### config.mk
export PLATFORM = sky130hd
export DESIGN_NAME = bounded_recent_id_set_top
export DESIGN_NICKNAME = d
export VERILOG_FILES = /design/src/rtl/bris_pkg.sv /design/src/rtl/bris_mem.sv /design/src/rtl/bris_div.sv /design/src/rtl/bris_ctrl.sv /design/src/rtl/bounded_recent_id_set_top.sv
export SDC_FILE = /design/constraint.sdc
export NUM_CORES = 2
export LEC_CHECK = 0
export CAP_MARGIN = 20
export CORE_MARGIN = 5
export CORE_UTILIZATION = 45
export DETAILED_ROUTE_END_ITERATION = 8
export DONT_BUFFER_PORTS = 1
export HOLD_SLACK_MARGIN = 0.02
export PLACE_DENSITY_LB_ADDON = 0.25
export RECOVER_POWER = 100
export SLEW_MARGIN = 10
export SYNTH_ARGS = -nofsm -noshare
export SYNTH_HDL_FRONTEND = slang
export SYNTH_SLANG_ARGS = --single-unit
### constraint.sdc
create_clock -name clock -period 21 [get_ports clock]
set_input_delay 1.05 -clock clock [delete_from_list [all_inputs] [get_ports clock]]
set_output_delay 1.05 -clock clock [all_outputs]
set_load 0.05 [all_outputs]
### src/rtl/bris_pkg.sv
// ----------------------------------------------------------------------------
// bris_pkg
// Shared constants, codes and interface types for the bounded recent-id set.
// ----------------------------------------------------------------------------
package bris_pkg;

   // list capacity and stored key width
   localparam int MAX_SIZE  = 16;
   localparam int KEY_WIDTH = 64;

   // fixed field widths
   localparam int OP_W      = 2;
   localparam int ID_W      = 64;
   localparam int RND_W     = 32;
   localparam int CNT_OUT_W = 5;

   localparam int REQ_TDATA_W = ID_W + RND_W;                  // 96
   localparam int RSP_FLD_W   = ID_W + CNT_OUT_W;              // 69
   localparam int RSP_TDATA_W = ((RSP_FLD_W + 7) / 8) * 8;     // 72
   localparam int RSP_PAD_W   = RSP_TDATA_W - RSP_FLD_W;

   // derived widths
   localparam int IDX_W = (MAX_SIZE > 1) ? $clog2(MAX_SIZE) : 1;
   localparam int CNT_W = $clog2(MAX_SIZE + 1);

   // remainder unit: dividend bits retired per cycle
   localparam int DIV_STEP  = 4;
   localparam int DIV_CYC   = RND_W / DIV_STEP;
   localparam int DIV_CNT_W = $clog2(DIV_CYC + 1);

   typedef enum logic [OP_W-1:0] {
      OP_GET    = 2'd0,
      OP_ADD    = 2'd1,
      OP_REMOVE = 2'd2
   } op_type;

   typedef enum logic [2:0] {
      ST_IDLE,
      ST_DISPATCH,
      ST_DIV,
      ST_PICK,
      ST_SCAN,
      ST_SHIFT,
      ST_APPEND,
      ST_DONE
   } state_type;

   typedef struct packed {
      logic                 rd_en;
      logic [IDX_W-1:0]     rd_addr;
      logic                 wr_en;
      logic [IDX_W-1:0]     wr_addr;
      logic [KEY_WIDTH-1:0] wr_data;
   } mem_req_type;

   typedef struct packed {
      logic             start;
      logic [RND_W-1:0] dividend;
      logic [CNT_W-1:0] divisor;
   } div_req_type;

   typedef struct packed {
      logic             done;
      logic [CNT_W-1:0] rem;
   } div_rsp_type;

   typedef struct packed {
      logic                 pick_valid;
      logic [ID_W-1:0]      picked_id;
      logic [CNT_OUT_W-1:0] entry_count;
   } res_type;

endpackage

### src/rtl/bris_mem.sv
// ----------------------------------------------------------------------------
// bris_mem
// Identifier store: one write port, one read port, registered read data.
// ----------------------------------------------------------------------------
module bris_mem (
   input  logic                              clock,
   input  bris_pkg::mem_req_type             mem_req,
   output logic [bris_pkg::KEY_WIDTH-1:0]    rd_data
);

   logic [bris_pkg::KEY_WIDTH-1:0] id_mem_ff [bris_pkg::MAX_SIZE];
   logic [bris_pkg::KEY_WIDTH-1:0] rd_data_ff;

   always_ff @(posedge clock) begin
      if (mem_req.wr_en) begin
         id_mem_ff[mem_req.wr_addr] <= mem_req.wr_data;
      end
      if (mem_req.rd_en) begin
         rd_data_ff <= id_mem_ff[mem_req.rd_addr];
      end
   end

   assign rd_data = rd_data_ff;

endmodule

### src/rtl/bris_div.sv
// ----------------------------------------------------------------------------
// bris_div
// Multi-cycle remainder unit: restoring division, a few dividend bits a cycle.
// ----------------------------------------------------------------------------
module bris_div (
   input  logic                  clock,
   input  logic                  reset,
   input  bris_pkg::div_req_type div_req,
   output bris_pkg::div_rsp_type div_rsp
);

   logic                           busy_ff;
   logic                           done_ff;
   logic [bris_pkg::DIV_CNT_W-1:0] cnt_ff;
   logic [bris_pkg::RND_W-1:0]     dvd_ff;
   logic [bris_pkg::RND_W-1:0]     dvd_in;
   logic [bris_pkg::CNT_W-1:0]     rem_ff;
   logic [bris_pkg::CNT_W-1:0]     rem_in;
   logic [bris_pkg::CNT_W-1:0]     dsr_ff;
   logic [bris_pkg::CNT_W:0]       trial;

   // retire DIV_STEP dividend bits, MSB first
   always_comb begin
      rem_in = rem_ff;
      dvd_in = dvd_ff;
      trial  = '0;
      for (int k = 0; k < bris_pkg::DIV_STEP; k++) begin
         trial  = {rem_in, dvd_in[bris_pkg::RND_W-1]};
         dvd_in = {dvd_in[bris_pkg::RND_W-2:0], 1'b0};
         if (trial >= {1'b0, dsr_ff}) begin
            trial = trial - {1'b0, dsr_ff};
         end
         rem_in = trial[bris_pkg::CNT_W-1:0];
      end
   end

   always_ff @(posedge clock) begin
      if (reset) begin
         busy_ff <= 1'b0;
         done_ff <= 1'b0;
         cnt_ff  <= '0;
      end else begin
         done_ff <= 1'b0;
         if (div_req.start) begin
            busy_ff <= 1'b1;
            cnt_ff  <= bris_pkg::DIV_CNT_W'(bris_pkg::DIV_CYC);
         end else if (busy_ff) begin
            cnt_ff <= cnt_ff - bris_pkg::DIV_CNT_W'(1);
            if (cnt_ff == bris_pkg::DIV_CNT_W'(1)) begin
               busy_ff <= 1'b0;
               done_ff <= 1'b1;
            end
         end
      end
   end

   always_ff @(posedge clock) begin
      if (div_req.start) begin
         dvd_ff <= div_req.dividend;
         dsr_ff <= div_req.divisor;
         rem_ff <= '0;
      end else if (busy_ff) begin
         dvd_ff <= dvd_in;
         rem_ff <= rem_in;
      end
   end

   assign div_rsp.done = done_ff;
   assign div_rsp.rem  = rem_ff;

endmodule

### src/rtl/bris_ctrl.sv
// ----------------------------------------------------------------------------
// bris_ctrl
// Sequencer: search, pick, shift-compaction and append over the id store.
// ----------------------------------------------------------------------------
module bris_ctrl (
   input  logic                               clock,
   input  logic                               reset,
   input  logic                               in_valid,
   output logic                               in_ready,
   input  logic [bris_pkg::OP_W-1:0]          in_op,
   input  logic [bris_pkg::KEY_WIDTH-1:0]     in_key,
   input  logic [bris_pkg::RND_W-1:0]         in_rnd,
   output logic                               res_valid,
   input  logic                               res_ready,
   output bris_pkg::res_type                  res,
   output bris_pkg::mem_req_type              mem_req,
   input  logic [bris_pkg::KEY_WIDTH-1:0]     mem_rd_data,
   output bris_pkg::div_req_type              div_req,
   input  bris_pkg::div_rsp_type              div_rsp
);

   bris_pkg::state_type state_ff, state_in;

   logic [bris_pkg::OP_W-1:0]      op_ff, op_in;
   logic [bris_pkg::KEY_WIDTH-1:0] key_ff, key_in;
   logic [bris_pkg::RND_W-1:0]     rnd_ff, rnd_in;
   logic [bris_pkg::CNT_W-1:0]     count_ff, count_in;
   logic [bris_pkg::CNT_W-1:0]     iss_ff, iss_in;
   logic                           cmp_vld_ff, cmp_vld_in;
   logic [bris_pkg::IDX_W-1:0]     cmp_idx_ff, cmp_idx_in;
   logic [bris_pkg::CNT_W-1:0]     sh_rd_ff, sh_rd_in;
   logic                           wb_vld_ff, wb_vld_in;
   logic [bris_pkg::IDX_W-1:0]     wb_addr_ff, wb_addr_in;
   logic                           pick_vld_ff, pick_vld_in;
   logic [bris_pkg::KEY_WIDTH-1:0] picked_ff, picked_in;

   logic                       full;
   logic                       found;
   logic                       scan_end;
   logic                       shift_end;
   logic [bris_pkg::CNT_W-1:0] sh_prev;
   logic [bris_pkg::CNT_W-1:0] found_next;

   assign full       = (count_ff == bris_pkg::CNT_W'(bris_pkg::MAX_SIZE));
   assign found      = cmp_vld_ff && (mem_rd_data == key_ff);
   assign scan_end   = (iss_ff == count_ff) && !found;
   assign shift_end  = (sh_rd_ff >= count_ff) && !wb_vld_ff;
   assign sh_prev    = sh_rd_ff - bris_pkg::CNT_W'(1);
   assign found_next = bris_pkg::CNT_W'(cmp_idx_ff) + bris_pkg::CNT_W'(1);

   // next state
   always_comb begin
      state_in = state_ff;
      case (state_ff)
         bris_pkg::ST_IDLE: begin
            if (in_valid) state_in = bris_pkg::ST_DISPATCH;
         end
         bris_pkg::ST_DISPATCH: begin
            case (op_ff)
               bris_pkg::OP_GET: begin
                  if (count_ff == '0) state_in = bris_pkg::ST_DONE;
                  else if (full)      state_in = bris_pkg::ST_PICK;
                  else                state_in = bris_pkg::ST_DIV;
               end
               bris_pkg::OP_ADD,
               bris_pkg::OP_REMOVE: state_in = bris_pkg::ST_SCAN;
               default:             state_in = bris_pkg::ST_DONE;
            endcase
         end
         bris_pkg::ST_DIV: begin
            if (div_rsp.done) state_in = bris_pkg::ST_PICK;
         end
         bris_pkg::ST_PICK: state_in = bris_pkg::ST_DONE;
         bris_pkg::ST_SCAN: begin
            if (found) begin
               state_in = (op_ff == bris_pkg::OP_REMOVE) ? bris_pkg::ST_SHIFT
                                                         : bris_pkg::ST_DONE;
            end else if (scan_end) begin
               if (op_ff == bris_pkg::OP_ADD) begin
                  state_in = full ? bris_pkg::ST_SHIFT : bris_pkg::ST_APPEND;
               end else begin
                  state_in = bris_pkg::ST_DONE;
               end
            end
         end
         bris_pkg::ST_SHIFT: begin
            if (shift_end) begin
               state_in = (op_ff == bris_pkg::OP_ADD) ? bris_pkg::ST_APPEND
                                                      : bris_pkg::ST_DONE;
            end
         end
         bris_pkg::ST_APPEND: state_in = bris_pkg::ST_DONE;
         bris_pkg::ST_DONE: begin
            if (res_ready) state_in = bris_pkg::ST_IDLE;
         end
         default: state_in = bris_pkg::ST_IDLE;
      endcase
   end

   // memory, divider and handshake outputs
   always_comb begin
      in_ready         = (state_ff == bris_pkg::ST_IDLE);
      res_valid        = (state_ff == bris_pkg::ST_DONE);
      mem_req          = '0;
      div_req.start    = 1'b0;
      div_req.dividend = rnd_ff;
      div_req.divisor  = count_ff;
      case (state_ff)
         bris_pkg::ST_DISPATCH: begin
            if ((op_ff == bris_pkg::OP_GET) && (count_ff != '0)) begin
               if (full) begin
                  mem_req.rd_en   = 1'b1;
                  mem_req.rd_addr = '0;
               end else begin
                  div_req.start = 1'b1;
               end
            end
         end
         bris_pkg::ST_DIV: begin
            mem_req.rd_en   = div_rsp.done;
            mem_req.rd_addr = div_rsp.rem[bris_pkg::IDX_W-1:0];
         end
         bris_pkg::ST_SCAN: begin
            mem_req.rd_en   = (iss_ff < count_ff);
            mem_req.rd_addr = iss_ff[bris_pkg::IDX_W-1:0];
         end
         bris_pkg::ST_SHIFT: begin
            mem_req.rd_en   = (sh_rd_ff < count_ff);
            mem_req.rd_addr = sh_rd_ff[bris_pkg::IDX_W-1:0];
            mem_req.wr_en   = wb_vld_ff;
            mem_req.wr_addr = wb_addr_ff;
            mem_req.wr_data = mem_rd_data;
         end
         bris_pkg::ST_APPEND: begin
            mem_req.wr_en   = 1'b1;
            mem_req.wr_addr = count_ff[bris_pkg::IDX_W-1:0];
            mem_req.wr_data = key_ff;
         end
         default: ;
      endcase
   end

   // datapath next values
   always_comb begin
      op_in       = op_ff;
      key_in      = key_ff;
      rnd_in      = rnd_ff;
      count_in    = count_ff;
      iss_in      = iss_ff;
      cmp_vld_in  = cmp_vld_ff;
      cmp_idx_in  = cmp_idx_ff;
      sh_rd_in    = sh_rd_ff;
      wb_vld_in   = wb_vld_ff;
      wb_addr_in  = wb_addr_ff;
      pick_vld_in = pick_vld_ff;
      picked_in   = picked_ff;
      case (state_ff)
         bris_pkg::ST_IDLE: begin
            if (in_valid) begin
               op_in  = in_op;
               key_in = in_key;
               rnd_in = in_rnd;
            end
         end
         bris_pkg::ST_DISPATCH: begin
            pick_vld_in = 1'b0;
            picked_in   = '0;
            iss_in      = '0;
            cmp_vld_in  = 1'b0;
         end
         bris_pkg::ST_PICK: begin
            pick_vld_in = 1'b1;
            picked_in   = mem_rd_data;
         end
         bris_pkg::ST_SCAN: begin
            // keep one read in flight ahead of the compare
            if (iss_ff < count_ff) begin
               iss_in     = iss_ff + bris_pkg::CNT_W'(1);
               cmp_vld_in = 1'b1;
               cmp_idx_in = iss_ff[bris_pkg::IDX_W-1:0];
            end else begin
               cmp_vld_in = 1'b0;
            end
            wb_vld_in = 1'b0;
            if (found) begin
               sh_rd_in = found_next;
            end else begin
               // full add drops the oldest entry
               sh_rd_in = bris_pkg::CNT_W'(1);
            end
         end
         bris_pkg::ST_SHIFT: begin
            // read entry i+1, write it to i on the next cycle
            if (sh_rd_ff < count_ff) begin
               sh_rd_in   = sh_rd_ff + bris_pkg::CNT_W'(1);
               wb_vld_in  = 1'b1;
               wb_addr_in = sh_prev[bris_pkg::IDX_W-1:0];
            end else begin
               wb_vld_in = 1'b0;
            end
            if (shift_end) begin
               count_in = count_ff - bris_pkg::CNT_W'(1);
            end
         end
         bris_pkg::ST_APPEND: begin
            count_in = count_ff + bris_pkg::CNT_W'(1);
         end
         default: ;
      endcase
   end

   always_ff @(posedge clock) begin
      if (reset) begin
         state_ff   <= bris_pkg::ST_IDLE;
         count_ff   <= '0;
         cmp_vld_ff <= 1'b0;
         wb_vld_ff  <= 1'b0;
      end else begin
         state_ff   <= state_in;
         count_ff   <= count_in;
         cmp_vld_ff <= cmp_vld_in;
         wb_vld_ff  <= wb_vld_in;
      end
   end

   always_ff @(posedge clock) begin
      op_ff       <= op_in;
      key_ff      <= key_in;
      rnd_ff      <= rnd_in;
      iss_ff      <= iss_in;
      cmp_idx_ff  <= cmp_idx_in;
      sh_rd_ff    <= sh_rd_in;
      wb_addr_ff  <= wb_addr_in;
      pick_vld_ff <= pick_vld_in;
      picked_ff   <= picked_in;
   end

   assign res.pick_valid  = pick_vld_ff;
   assign res.picked_id   = bris_pkg::ID_W'(picked_ff);
   assign res.entry_count = bris_pkg::CNT_OUT_W'(count_ff);

endmodule

### src/rtl/bounded_recent_id_set_top.sv
// ----------------------------------------------------------------------------
// bounded_recent_id_set_top
// Ordered, duplicate-free list of recent identifiers with add, remove and
// random pick, held in a single-port-write synchronous memory.
// ----------------------------------------------------------------------------
//
//   channel  | ports                      | contents
//   ---------+----------------------------+--------------------------------
//   request  | req_tvalid/tready/tdata/   | op in tuser; node_id,
//            | tuser                      | random_value in tdata
//   response | rsp_tvalid/tready/tdata/   | pick_valid in tuser; picked_id,
//            | tuser                      | entry_count in tdata
//
// One operation at a time.
//   get: on a list neither empty nor full, the remainder unit retires 32
//   bits at 4 bits a cycle, then raises a registered done.
//   add/remove: a search, then compaction when entries must move, then
//   an append for an add of a new id.
// The memory read port sets the search and compaction cost.
// Reset (synchronous) empties the list at once; stored words stay undefined.
// A waiting response sits in an output register; the next request is taken
// and processed, and only its completion waits for that register to drain.
// ----------------------------------------------------------------------------
module bounded_recent_id_set_top (
   input  logic                                clock,
   input  logic                                reset,

   input  logic                                req_tvalid,
   output logic                                req_tready,
   // [63:0] node_id, [95:64] random_value
   input  logic [bris_pkg::REQ_TDATA_W-1:0]    req_tdata,
   // [1:0] op
   input  logic [bris_pkg::OP_W-1:0]           req_tuser,

   output logic                                rsp_tvalid,
   input  logic                                rsp_tready,
   // [63:0] picked_id, [68:64] entry_count, [71:69] zero
   output logic [bris_pkg::RSP_TDATA_W-1:0]    rsp_tdata,
   // [0] pick_valid
   output logic                                rsp_tuser
);

   bris_pkg::mem_req_type          mem_req;
   logic [bris_pkg::KEY_WIDTH-1:0] mem_rd_data;
   bris_pkg::div_req_type          div_req;
   bris_pkg::div_rsp_type          div_rsp;
   bris_pkg::res_type              res;
   logic                           res_valid;
   logic                           res_ready;

   logic                           rsp_vld_ff;
   bris_pkg::res_type              rsp_res_ff;

   logic [bris_pkg::ID_W-1:0]      node_id;
   logic [bris_pkg::RND_W-1:0]     random_value;

   // unpack the request; narrow the identifier to the stored key width
   assign node_id      = req_tdata[bris_pkg::ID_W-1:0];
   assign random_value = req_tdata[bris_pkg::REQ_TDATA_W-1:bris_pkg::ID_W];

   bris_ctrl u_ctrl (
      .clock       (clock),
      .reset       (reset),
      .in_valid    (req_tvalid),
      .in_ready    (req_tready),
      .in_op       (req_tuser),
      .in_key      (node_id[bris_pkg::KEY_WIDTH-1:0]),
      .in_rnd      (random_value),
      .res_valid   (res_valid),
      .res_ready   (res_ready),
      .res         (res),
      .mem_req     (mem_req),
      .mem_rd_data (mem_rd_data),
      .div_req     (div_req),
      .div_rsp     (div_rsp)
   );

   bris_mem u_mem (
      .clock   (clock),
      .mem_req (mem_req),
      .rd_data (mem_rd_data)
   );

   bris_div u_div (
      .clock   (clock),
      .reset   (reset),
      .div_req (div_req),
      .div_rsp (div_rsp)
   );

   // output register: load when empty or draining this cycle
   assign res_ready = !rsp_vld_ff || rsp_tready;

   always_ff @(posedge clock) begin
      if (reset) begin
         rsp_vld_ff <= 1'b0;
      end else if (res_valid && res_ready) begin
         rsp_vld_ff <= 1'b1;
      end else if (rsp_tready) begin
         rsp_vld_ff <= 1'b0;
      end
   end

   always_ff @(posedge clock) begin
      if (res_valid && res_ready) begin
         rsp_res_ff <= res;
      end
   end

   assign rsp_tvalid = rsp_vld_ff;
   assign rsp_tuser  = rsp_res_ff.pick_valid;
   assign rsp_tdata  = {{bris_pkg::RSP_PAD_W{1'b0}},
                        rsp_res_ff.entry_count,
                        rsp_res_ff.picked_id};

endmodule
==> flow_metrics.tcl <==
set metrics [dict create \
    status "finished with violations" \
    violations "capacitance limit, slew limit" \
    synth_most_common_cell "edfxtp_1" \
    vias 32610 \
    r2r_setup_slack_ps 7930 \
    routed-wl-met2_um 64950 \
    synth.largest_area_cell "edfxtp_1" \
    drt-total-wl_um 141500 \
    drv_slew 1914 \
    wl_met1_um 62070 \
    drv_cap 51 \
    post_cts_resized 0 \
    tns_ps 0 \
    ys.flop_type "edfxtp_1" \
    setup-violations-final 0 \
    ys_seq_area_share_pct 74.74 \
    async_reset_ff_share_pct 0 \
    syn_inst 3828 \
    cp_max_fo 65 \
    yosys.area_share.simple_pct 9.161 \
    ys_types 65 \
    p_switching_mw 2.564 \
    finalClockSkew_ps 22.36 \
    yosys-top-cells-area "edfxtp_1 74%, a211oi_1 4.4%, nand2_1 4.2%, and2_1 2.9%, a311oi_1 2.0%" \
    yosysWarnings 0 \
    p_seq_share_pct 43.4 \
    vias_per_cell 5.877 \
    drt_iter0_drc 3265 \
    worstMarginPinSlew_ps 4917 \
    top_layer "met5" \
    coreArea_mm2 0.1235 \
    drt_first_pass_iters 5 \
    post_route_cells_drive_above_1_share_pct 6.202 \
    vdd_drop_max_uv 108.9 \
    arrival_ps 13550 \
    area_delta_synth_final_pct 11.12 \
    cts.sinks 1398 \
    cts_tree "done" \
    stdcell_count 5549 \
    maxSlewHeadroom_pct -227.8 \
    worstPathRequired_ps 21480 \
    clk_latency_ps 770 \
    hold_buffers 0 \
    ant_nets 0 \
    syn_area_mm2 0.05587 \
    start_kind "flip-flop" \
    grt_use_total_pct 21.11 \
    num_io_pins 177 \
    synthAdderAreaFrac_pct 1.209 \
    routedWlPerCell_um 25.51 \
    initial_core_util_pct 45.25 \
    die_h_um 362.4 \
    drc 0 \
    gp_congestion 0.7885 \
    finalHoldViolCount 0 \
    syn_area_per_cell_um2 14.60 \
    worstSetupPathType "flip-flop to flip-flop" \
    min_period_ps 13070 \
    nets 3942 \
    period_share_pct 62.24 \
    grt_pass1_vias 30950 \
    globalRouteOverflowTotal 0 \
    clockPowerShare_pct 31.0 \
    rsz0062_at_grt "no" \
    grt_pass1_wl_um 207300 \
    synth_edf_count 1376 \
    endpoint_kind "flip-flop" \
    p_int_mw 5.547 \
    clkTransAtPathRegs_ps 60 \
    synth.top_cell.area_share_pct 73.95 \
    dr_wl_met3_um 11710 \
    dieArea_mm2 0.1313 \
    antenna_found_initial 16 \
    synth_top_family_by_area "compound AO/OA/AOI/OAI gates" \
    hpwl_um 72800 \
    synth_compound_area_share_pct 11.12 \
    swShare_pct 31.61 \
    grt_max_degree 203 \
    cts-root-buf "clkbuf_16" \
    htree_num_levels 4 \
    synthMuxAreaShare_pct 0.3225 \
    hold_class "input pin to flip-flop" \
    dieWidth_um 362.4 \
    numCtsBuffers 147 \
    synth-xor-area-share_pct 1.285 \
    fmax_mhz 76.50 \
    p_leak_nw 20.48 \
    clock_path_buffers 3 \
    synth_seq_cells 1398 \
    placed_cells 5275 \
    rows 129 \
    cts_setup_buffers 0 \
    portBuffers 0 \
    power.density_mw_per_mm2 130.6 \
    synth_common_cells "1376 x edfxtp_1, 632 x nand2_1, 328 x a211oi_1" \
    p_comb_share_pct 25.6 \
]
[layout by cell type (no fill, tap or decap), types with 49 or more instances in the layout]
cell,instances
nand2_1,632
edfxtp_1,1376
and2_1,257
a22o_1,54
xor2_1,49
clkbuf_1,80
a211oi_1,329
and3_1,68
a21oi_1,155
a311oi_1,128
clkbuf_16,152
inv_1,50
a31oi_1,132
[final timing paths]
path	startpoint	endpoint	cells past startpoint
max	u_ctrl.state_ff[2]$_SDFFE_PP0P_	u_mem.rd_data[3]$_DFFE_PP_	10
min	reset	u_div.cnt_ff[3]$_SDFFE_PP0P_	1
max reg2reg	u_ctrl.state_ff[2]$_SDFFE_PP0P_	u_mem.rd_data[3]$_DFFE_PP_	10
min reg2reg	u_ctrl.picked_ff[49]$_SDFFCE_PN0P_	rsp_tdata[49]$_DFFE_PP_	0
[state kept, by name, indices dropped and copies added, names as in the netlist, 32 cells and up]
| signal | count |
|---|---|
| u_ctrl.picked_ff | 64 |
| u_div.dvd_ff | 32 |
| rsp_tdata | 69 |
| u_mem.id_mem_ff | 1024 |
| u_ctrl.rnd_ff | 32 |
| u_ctrl.key_ff | 64 |
| u_mem.rd_data | 64 |
[critical path, cell delays in order, from the launching register on]
cell and delay (ps):
dfxtp_1 630, nor2b_1 560, and2_0 2380, clkbuf_1 2490, nand2_1 240, o21ai_0 1170
clkbuf_1 2150, clkbuf_1 2200, a311oi_1 310, a211oi_1 440, a21oi_1 80
[final cells by class]
class	count	area [µm²]
repair buffers	73	406.6
inverters	51	192.7
well taps	1637	2048
clock buffers	179	3905
multi-input cells	2118	13000
clock inverters	83	752.0
flip-flops and latches	1398	41760
fillers	10310	61390
diodes	10	25.02
[power groups by stage]
stage / clock network (mW) / logic (mW) / registers (mW)
after floorplan: 0 / 1.53 / 3.50
after global placement: 0 / 2.05 / 3.56
after detailed placement: 0 / 2.07 / 3.56
after CTS: 2.56 / 2.08 / 3.50
after global routing: 2.69 / 2.28 / 3.53
final: 2.52 / 2.07 / 3.52
[layer usage]
layer	vias to the layer above	global-route usage, %
li1	14610	-
met1	16570	30.56
met2	1244	32.57
met3	190	4.781
met4	4	5.605
met5	-	0
[per-stage QoR]
step	instance area (µm²)	utilization (%)	worst slack (ps)	total power [mW]	hold WS, ps
floorplan	55880	-	13910	5.030	400.3
detailed placement	57700	46.73	13080	5.629	404.5
global placement	57690	46.73	13230	5.602	402.8
finish	62090	50.28	7929	8.111	357.3
CTS	62360	50.50	13040	8.152	299.8
global route	62060	50.26	6992	8.502	316.2
[cells by family (layout without fill, tap and decap cells)]
logic type	after synthesis	count (layout)
other cells	1	13
flops	1398	1398
simple gates	1090	1090
xor+xnor	82	82
compound gates	875	875
mux	17	17
buf+inv	314	386
fa+ha+maj	51	51
(Power assumes the default switching activity.)
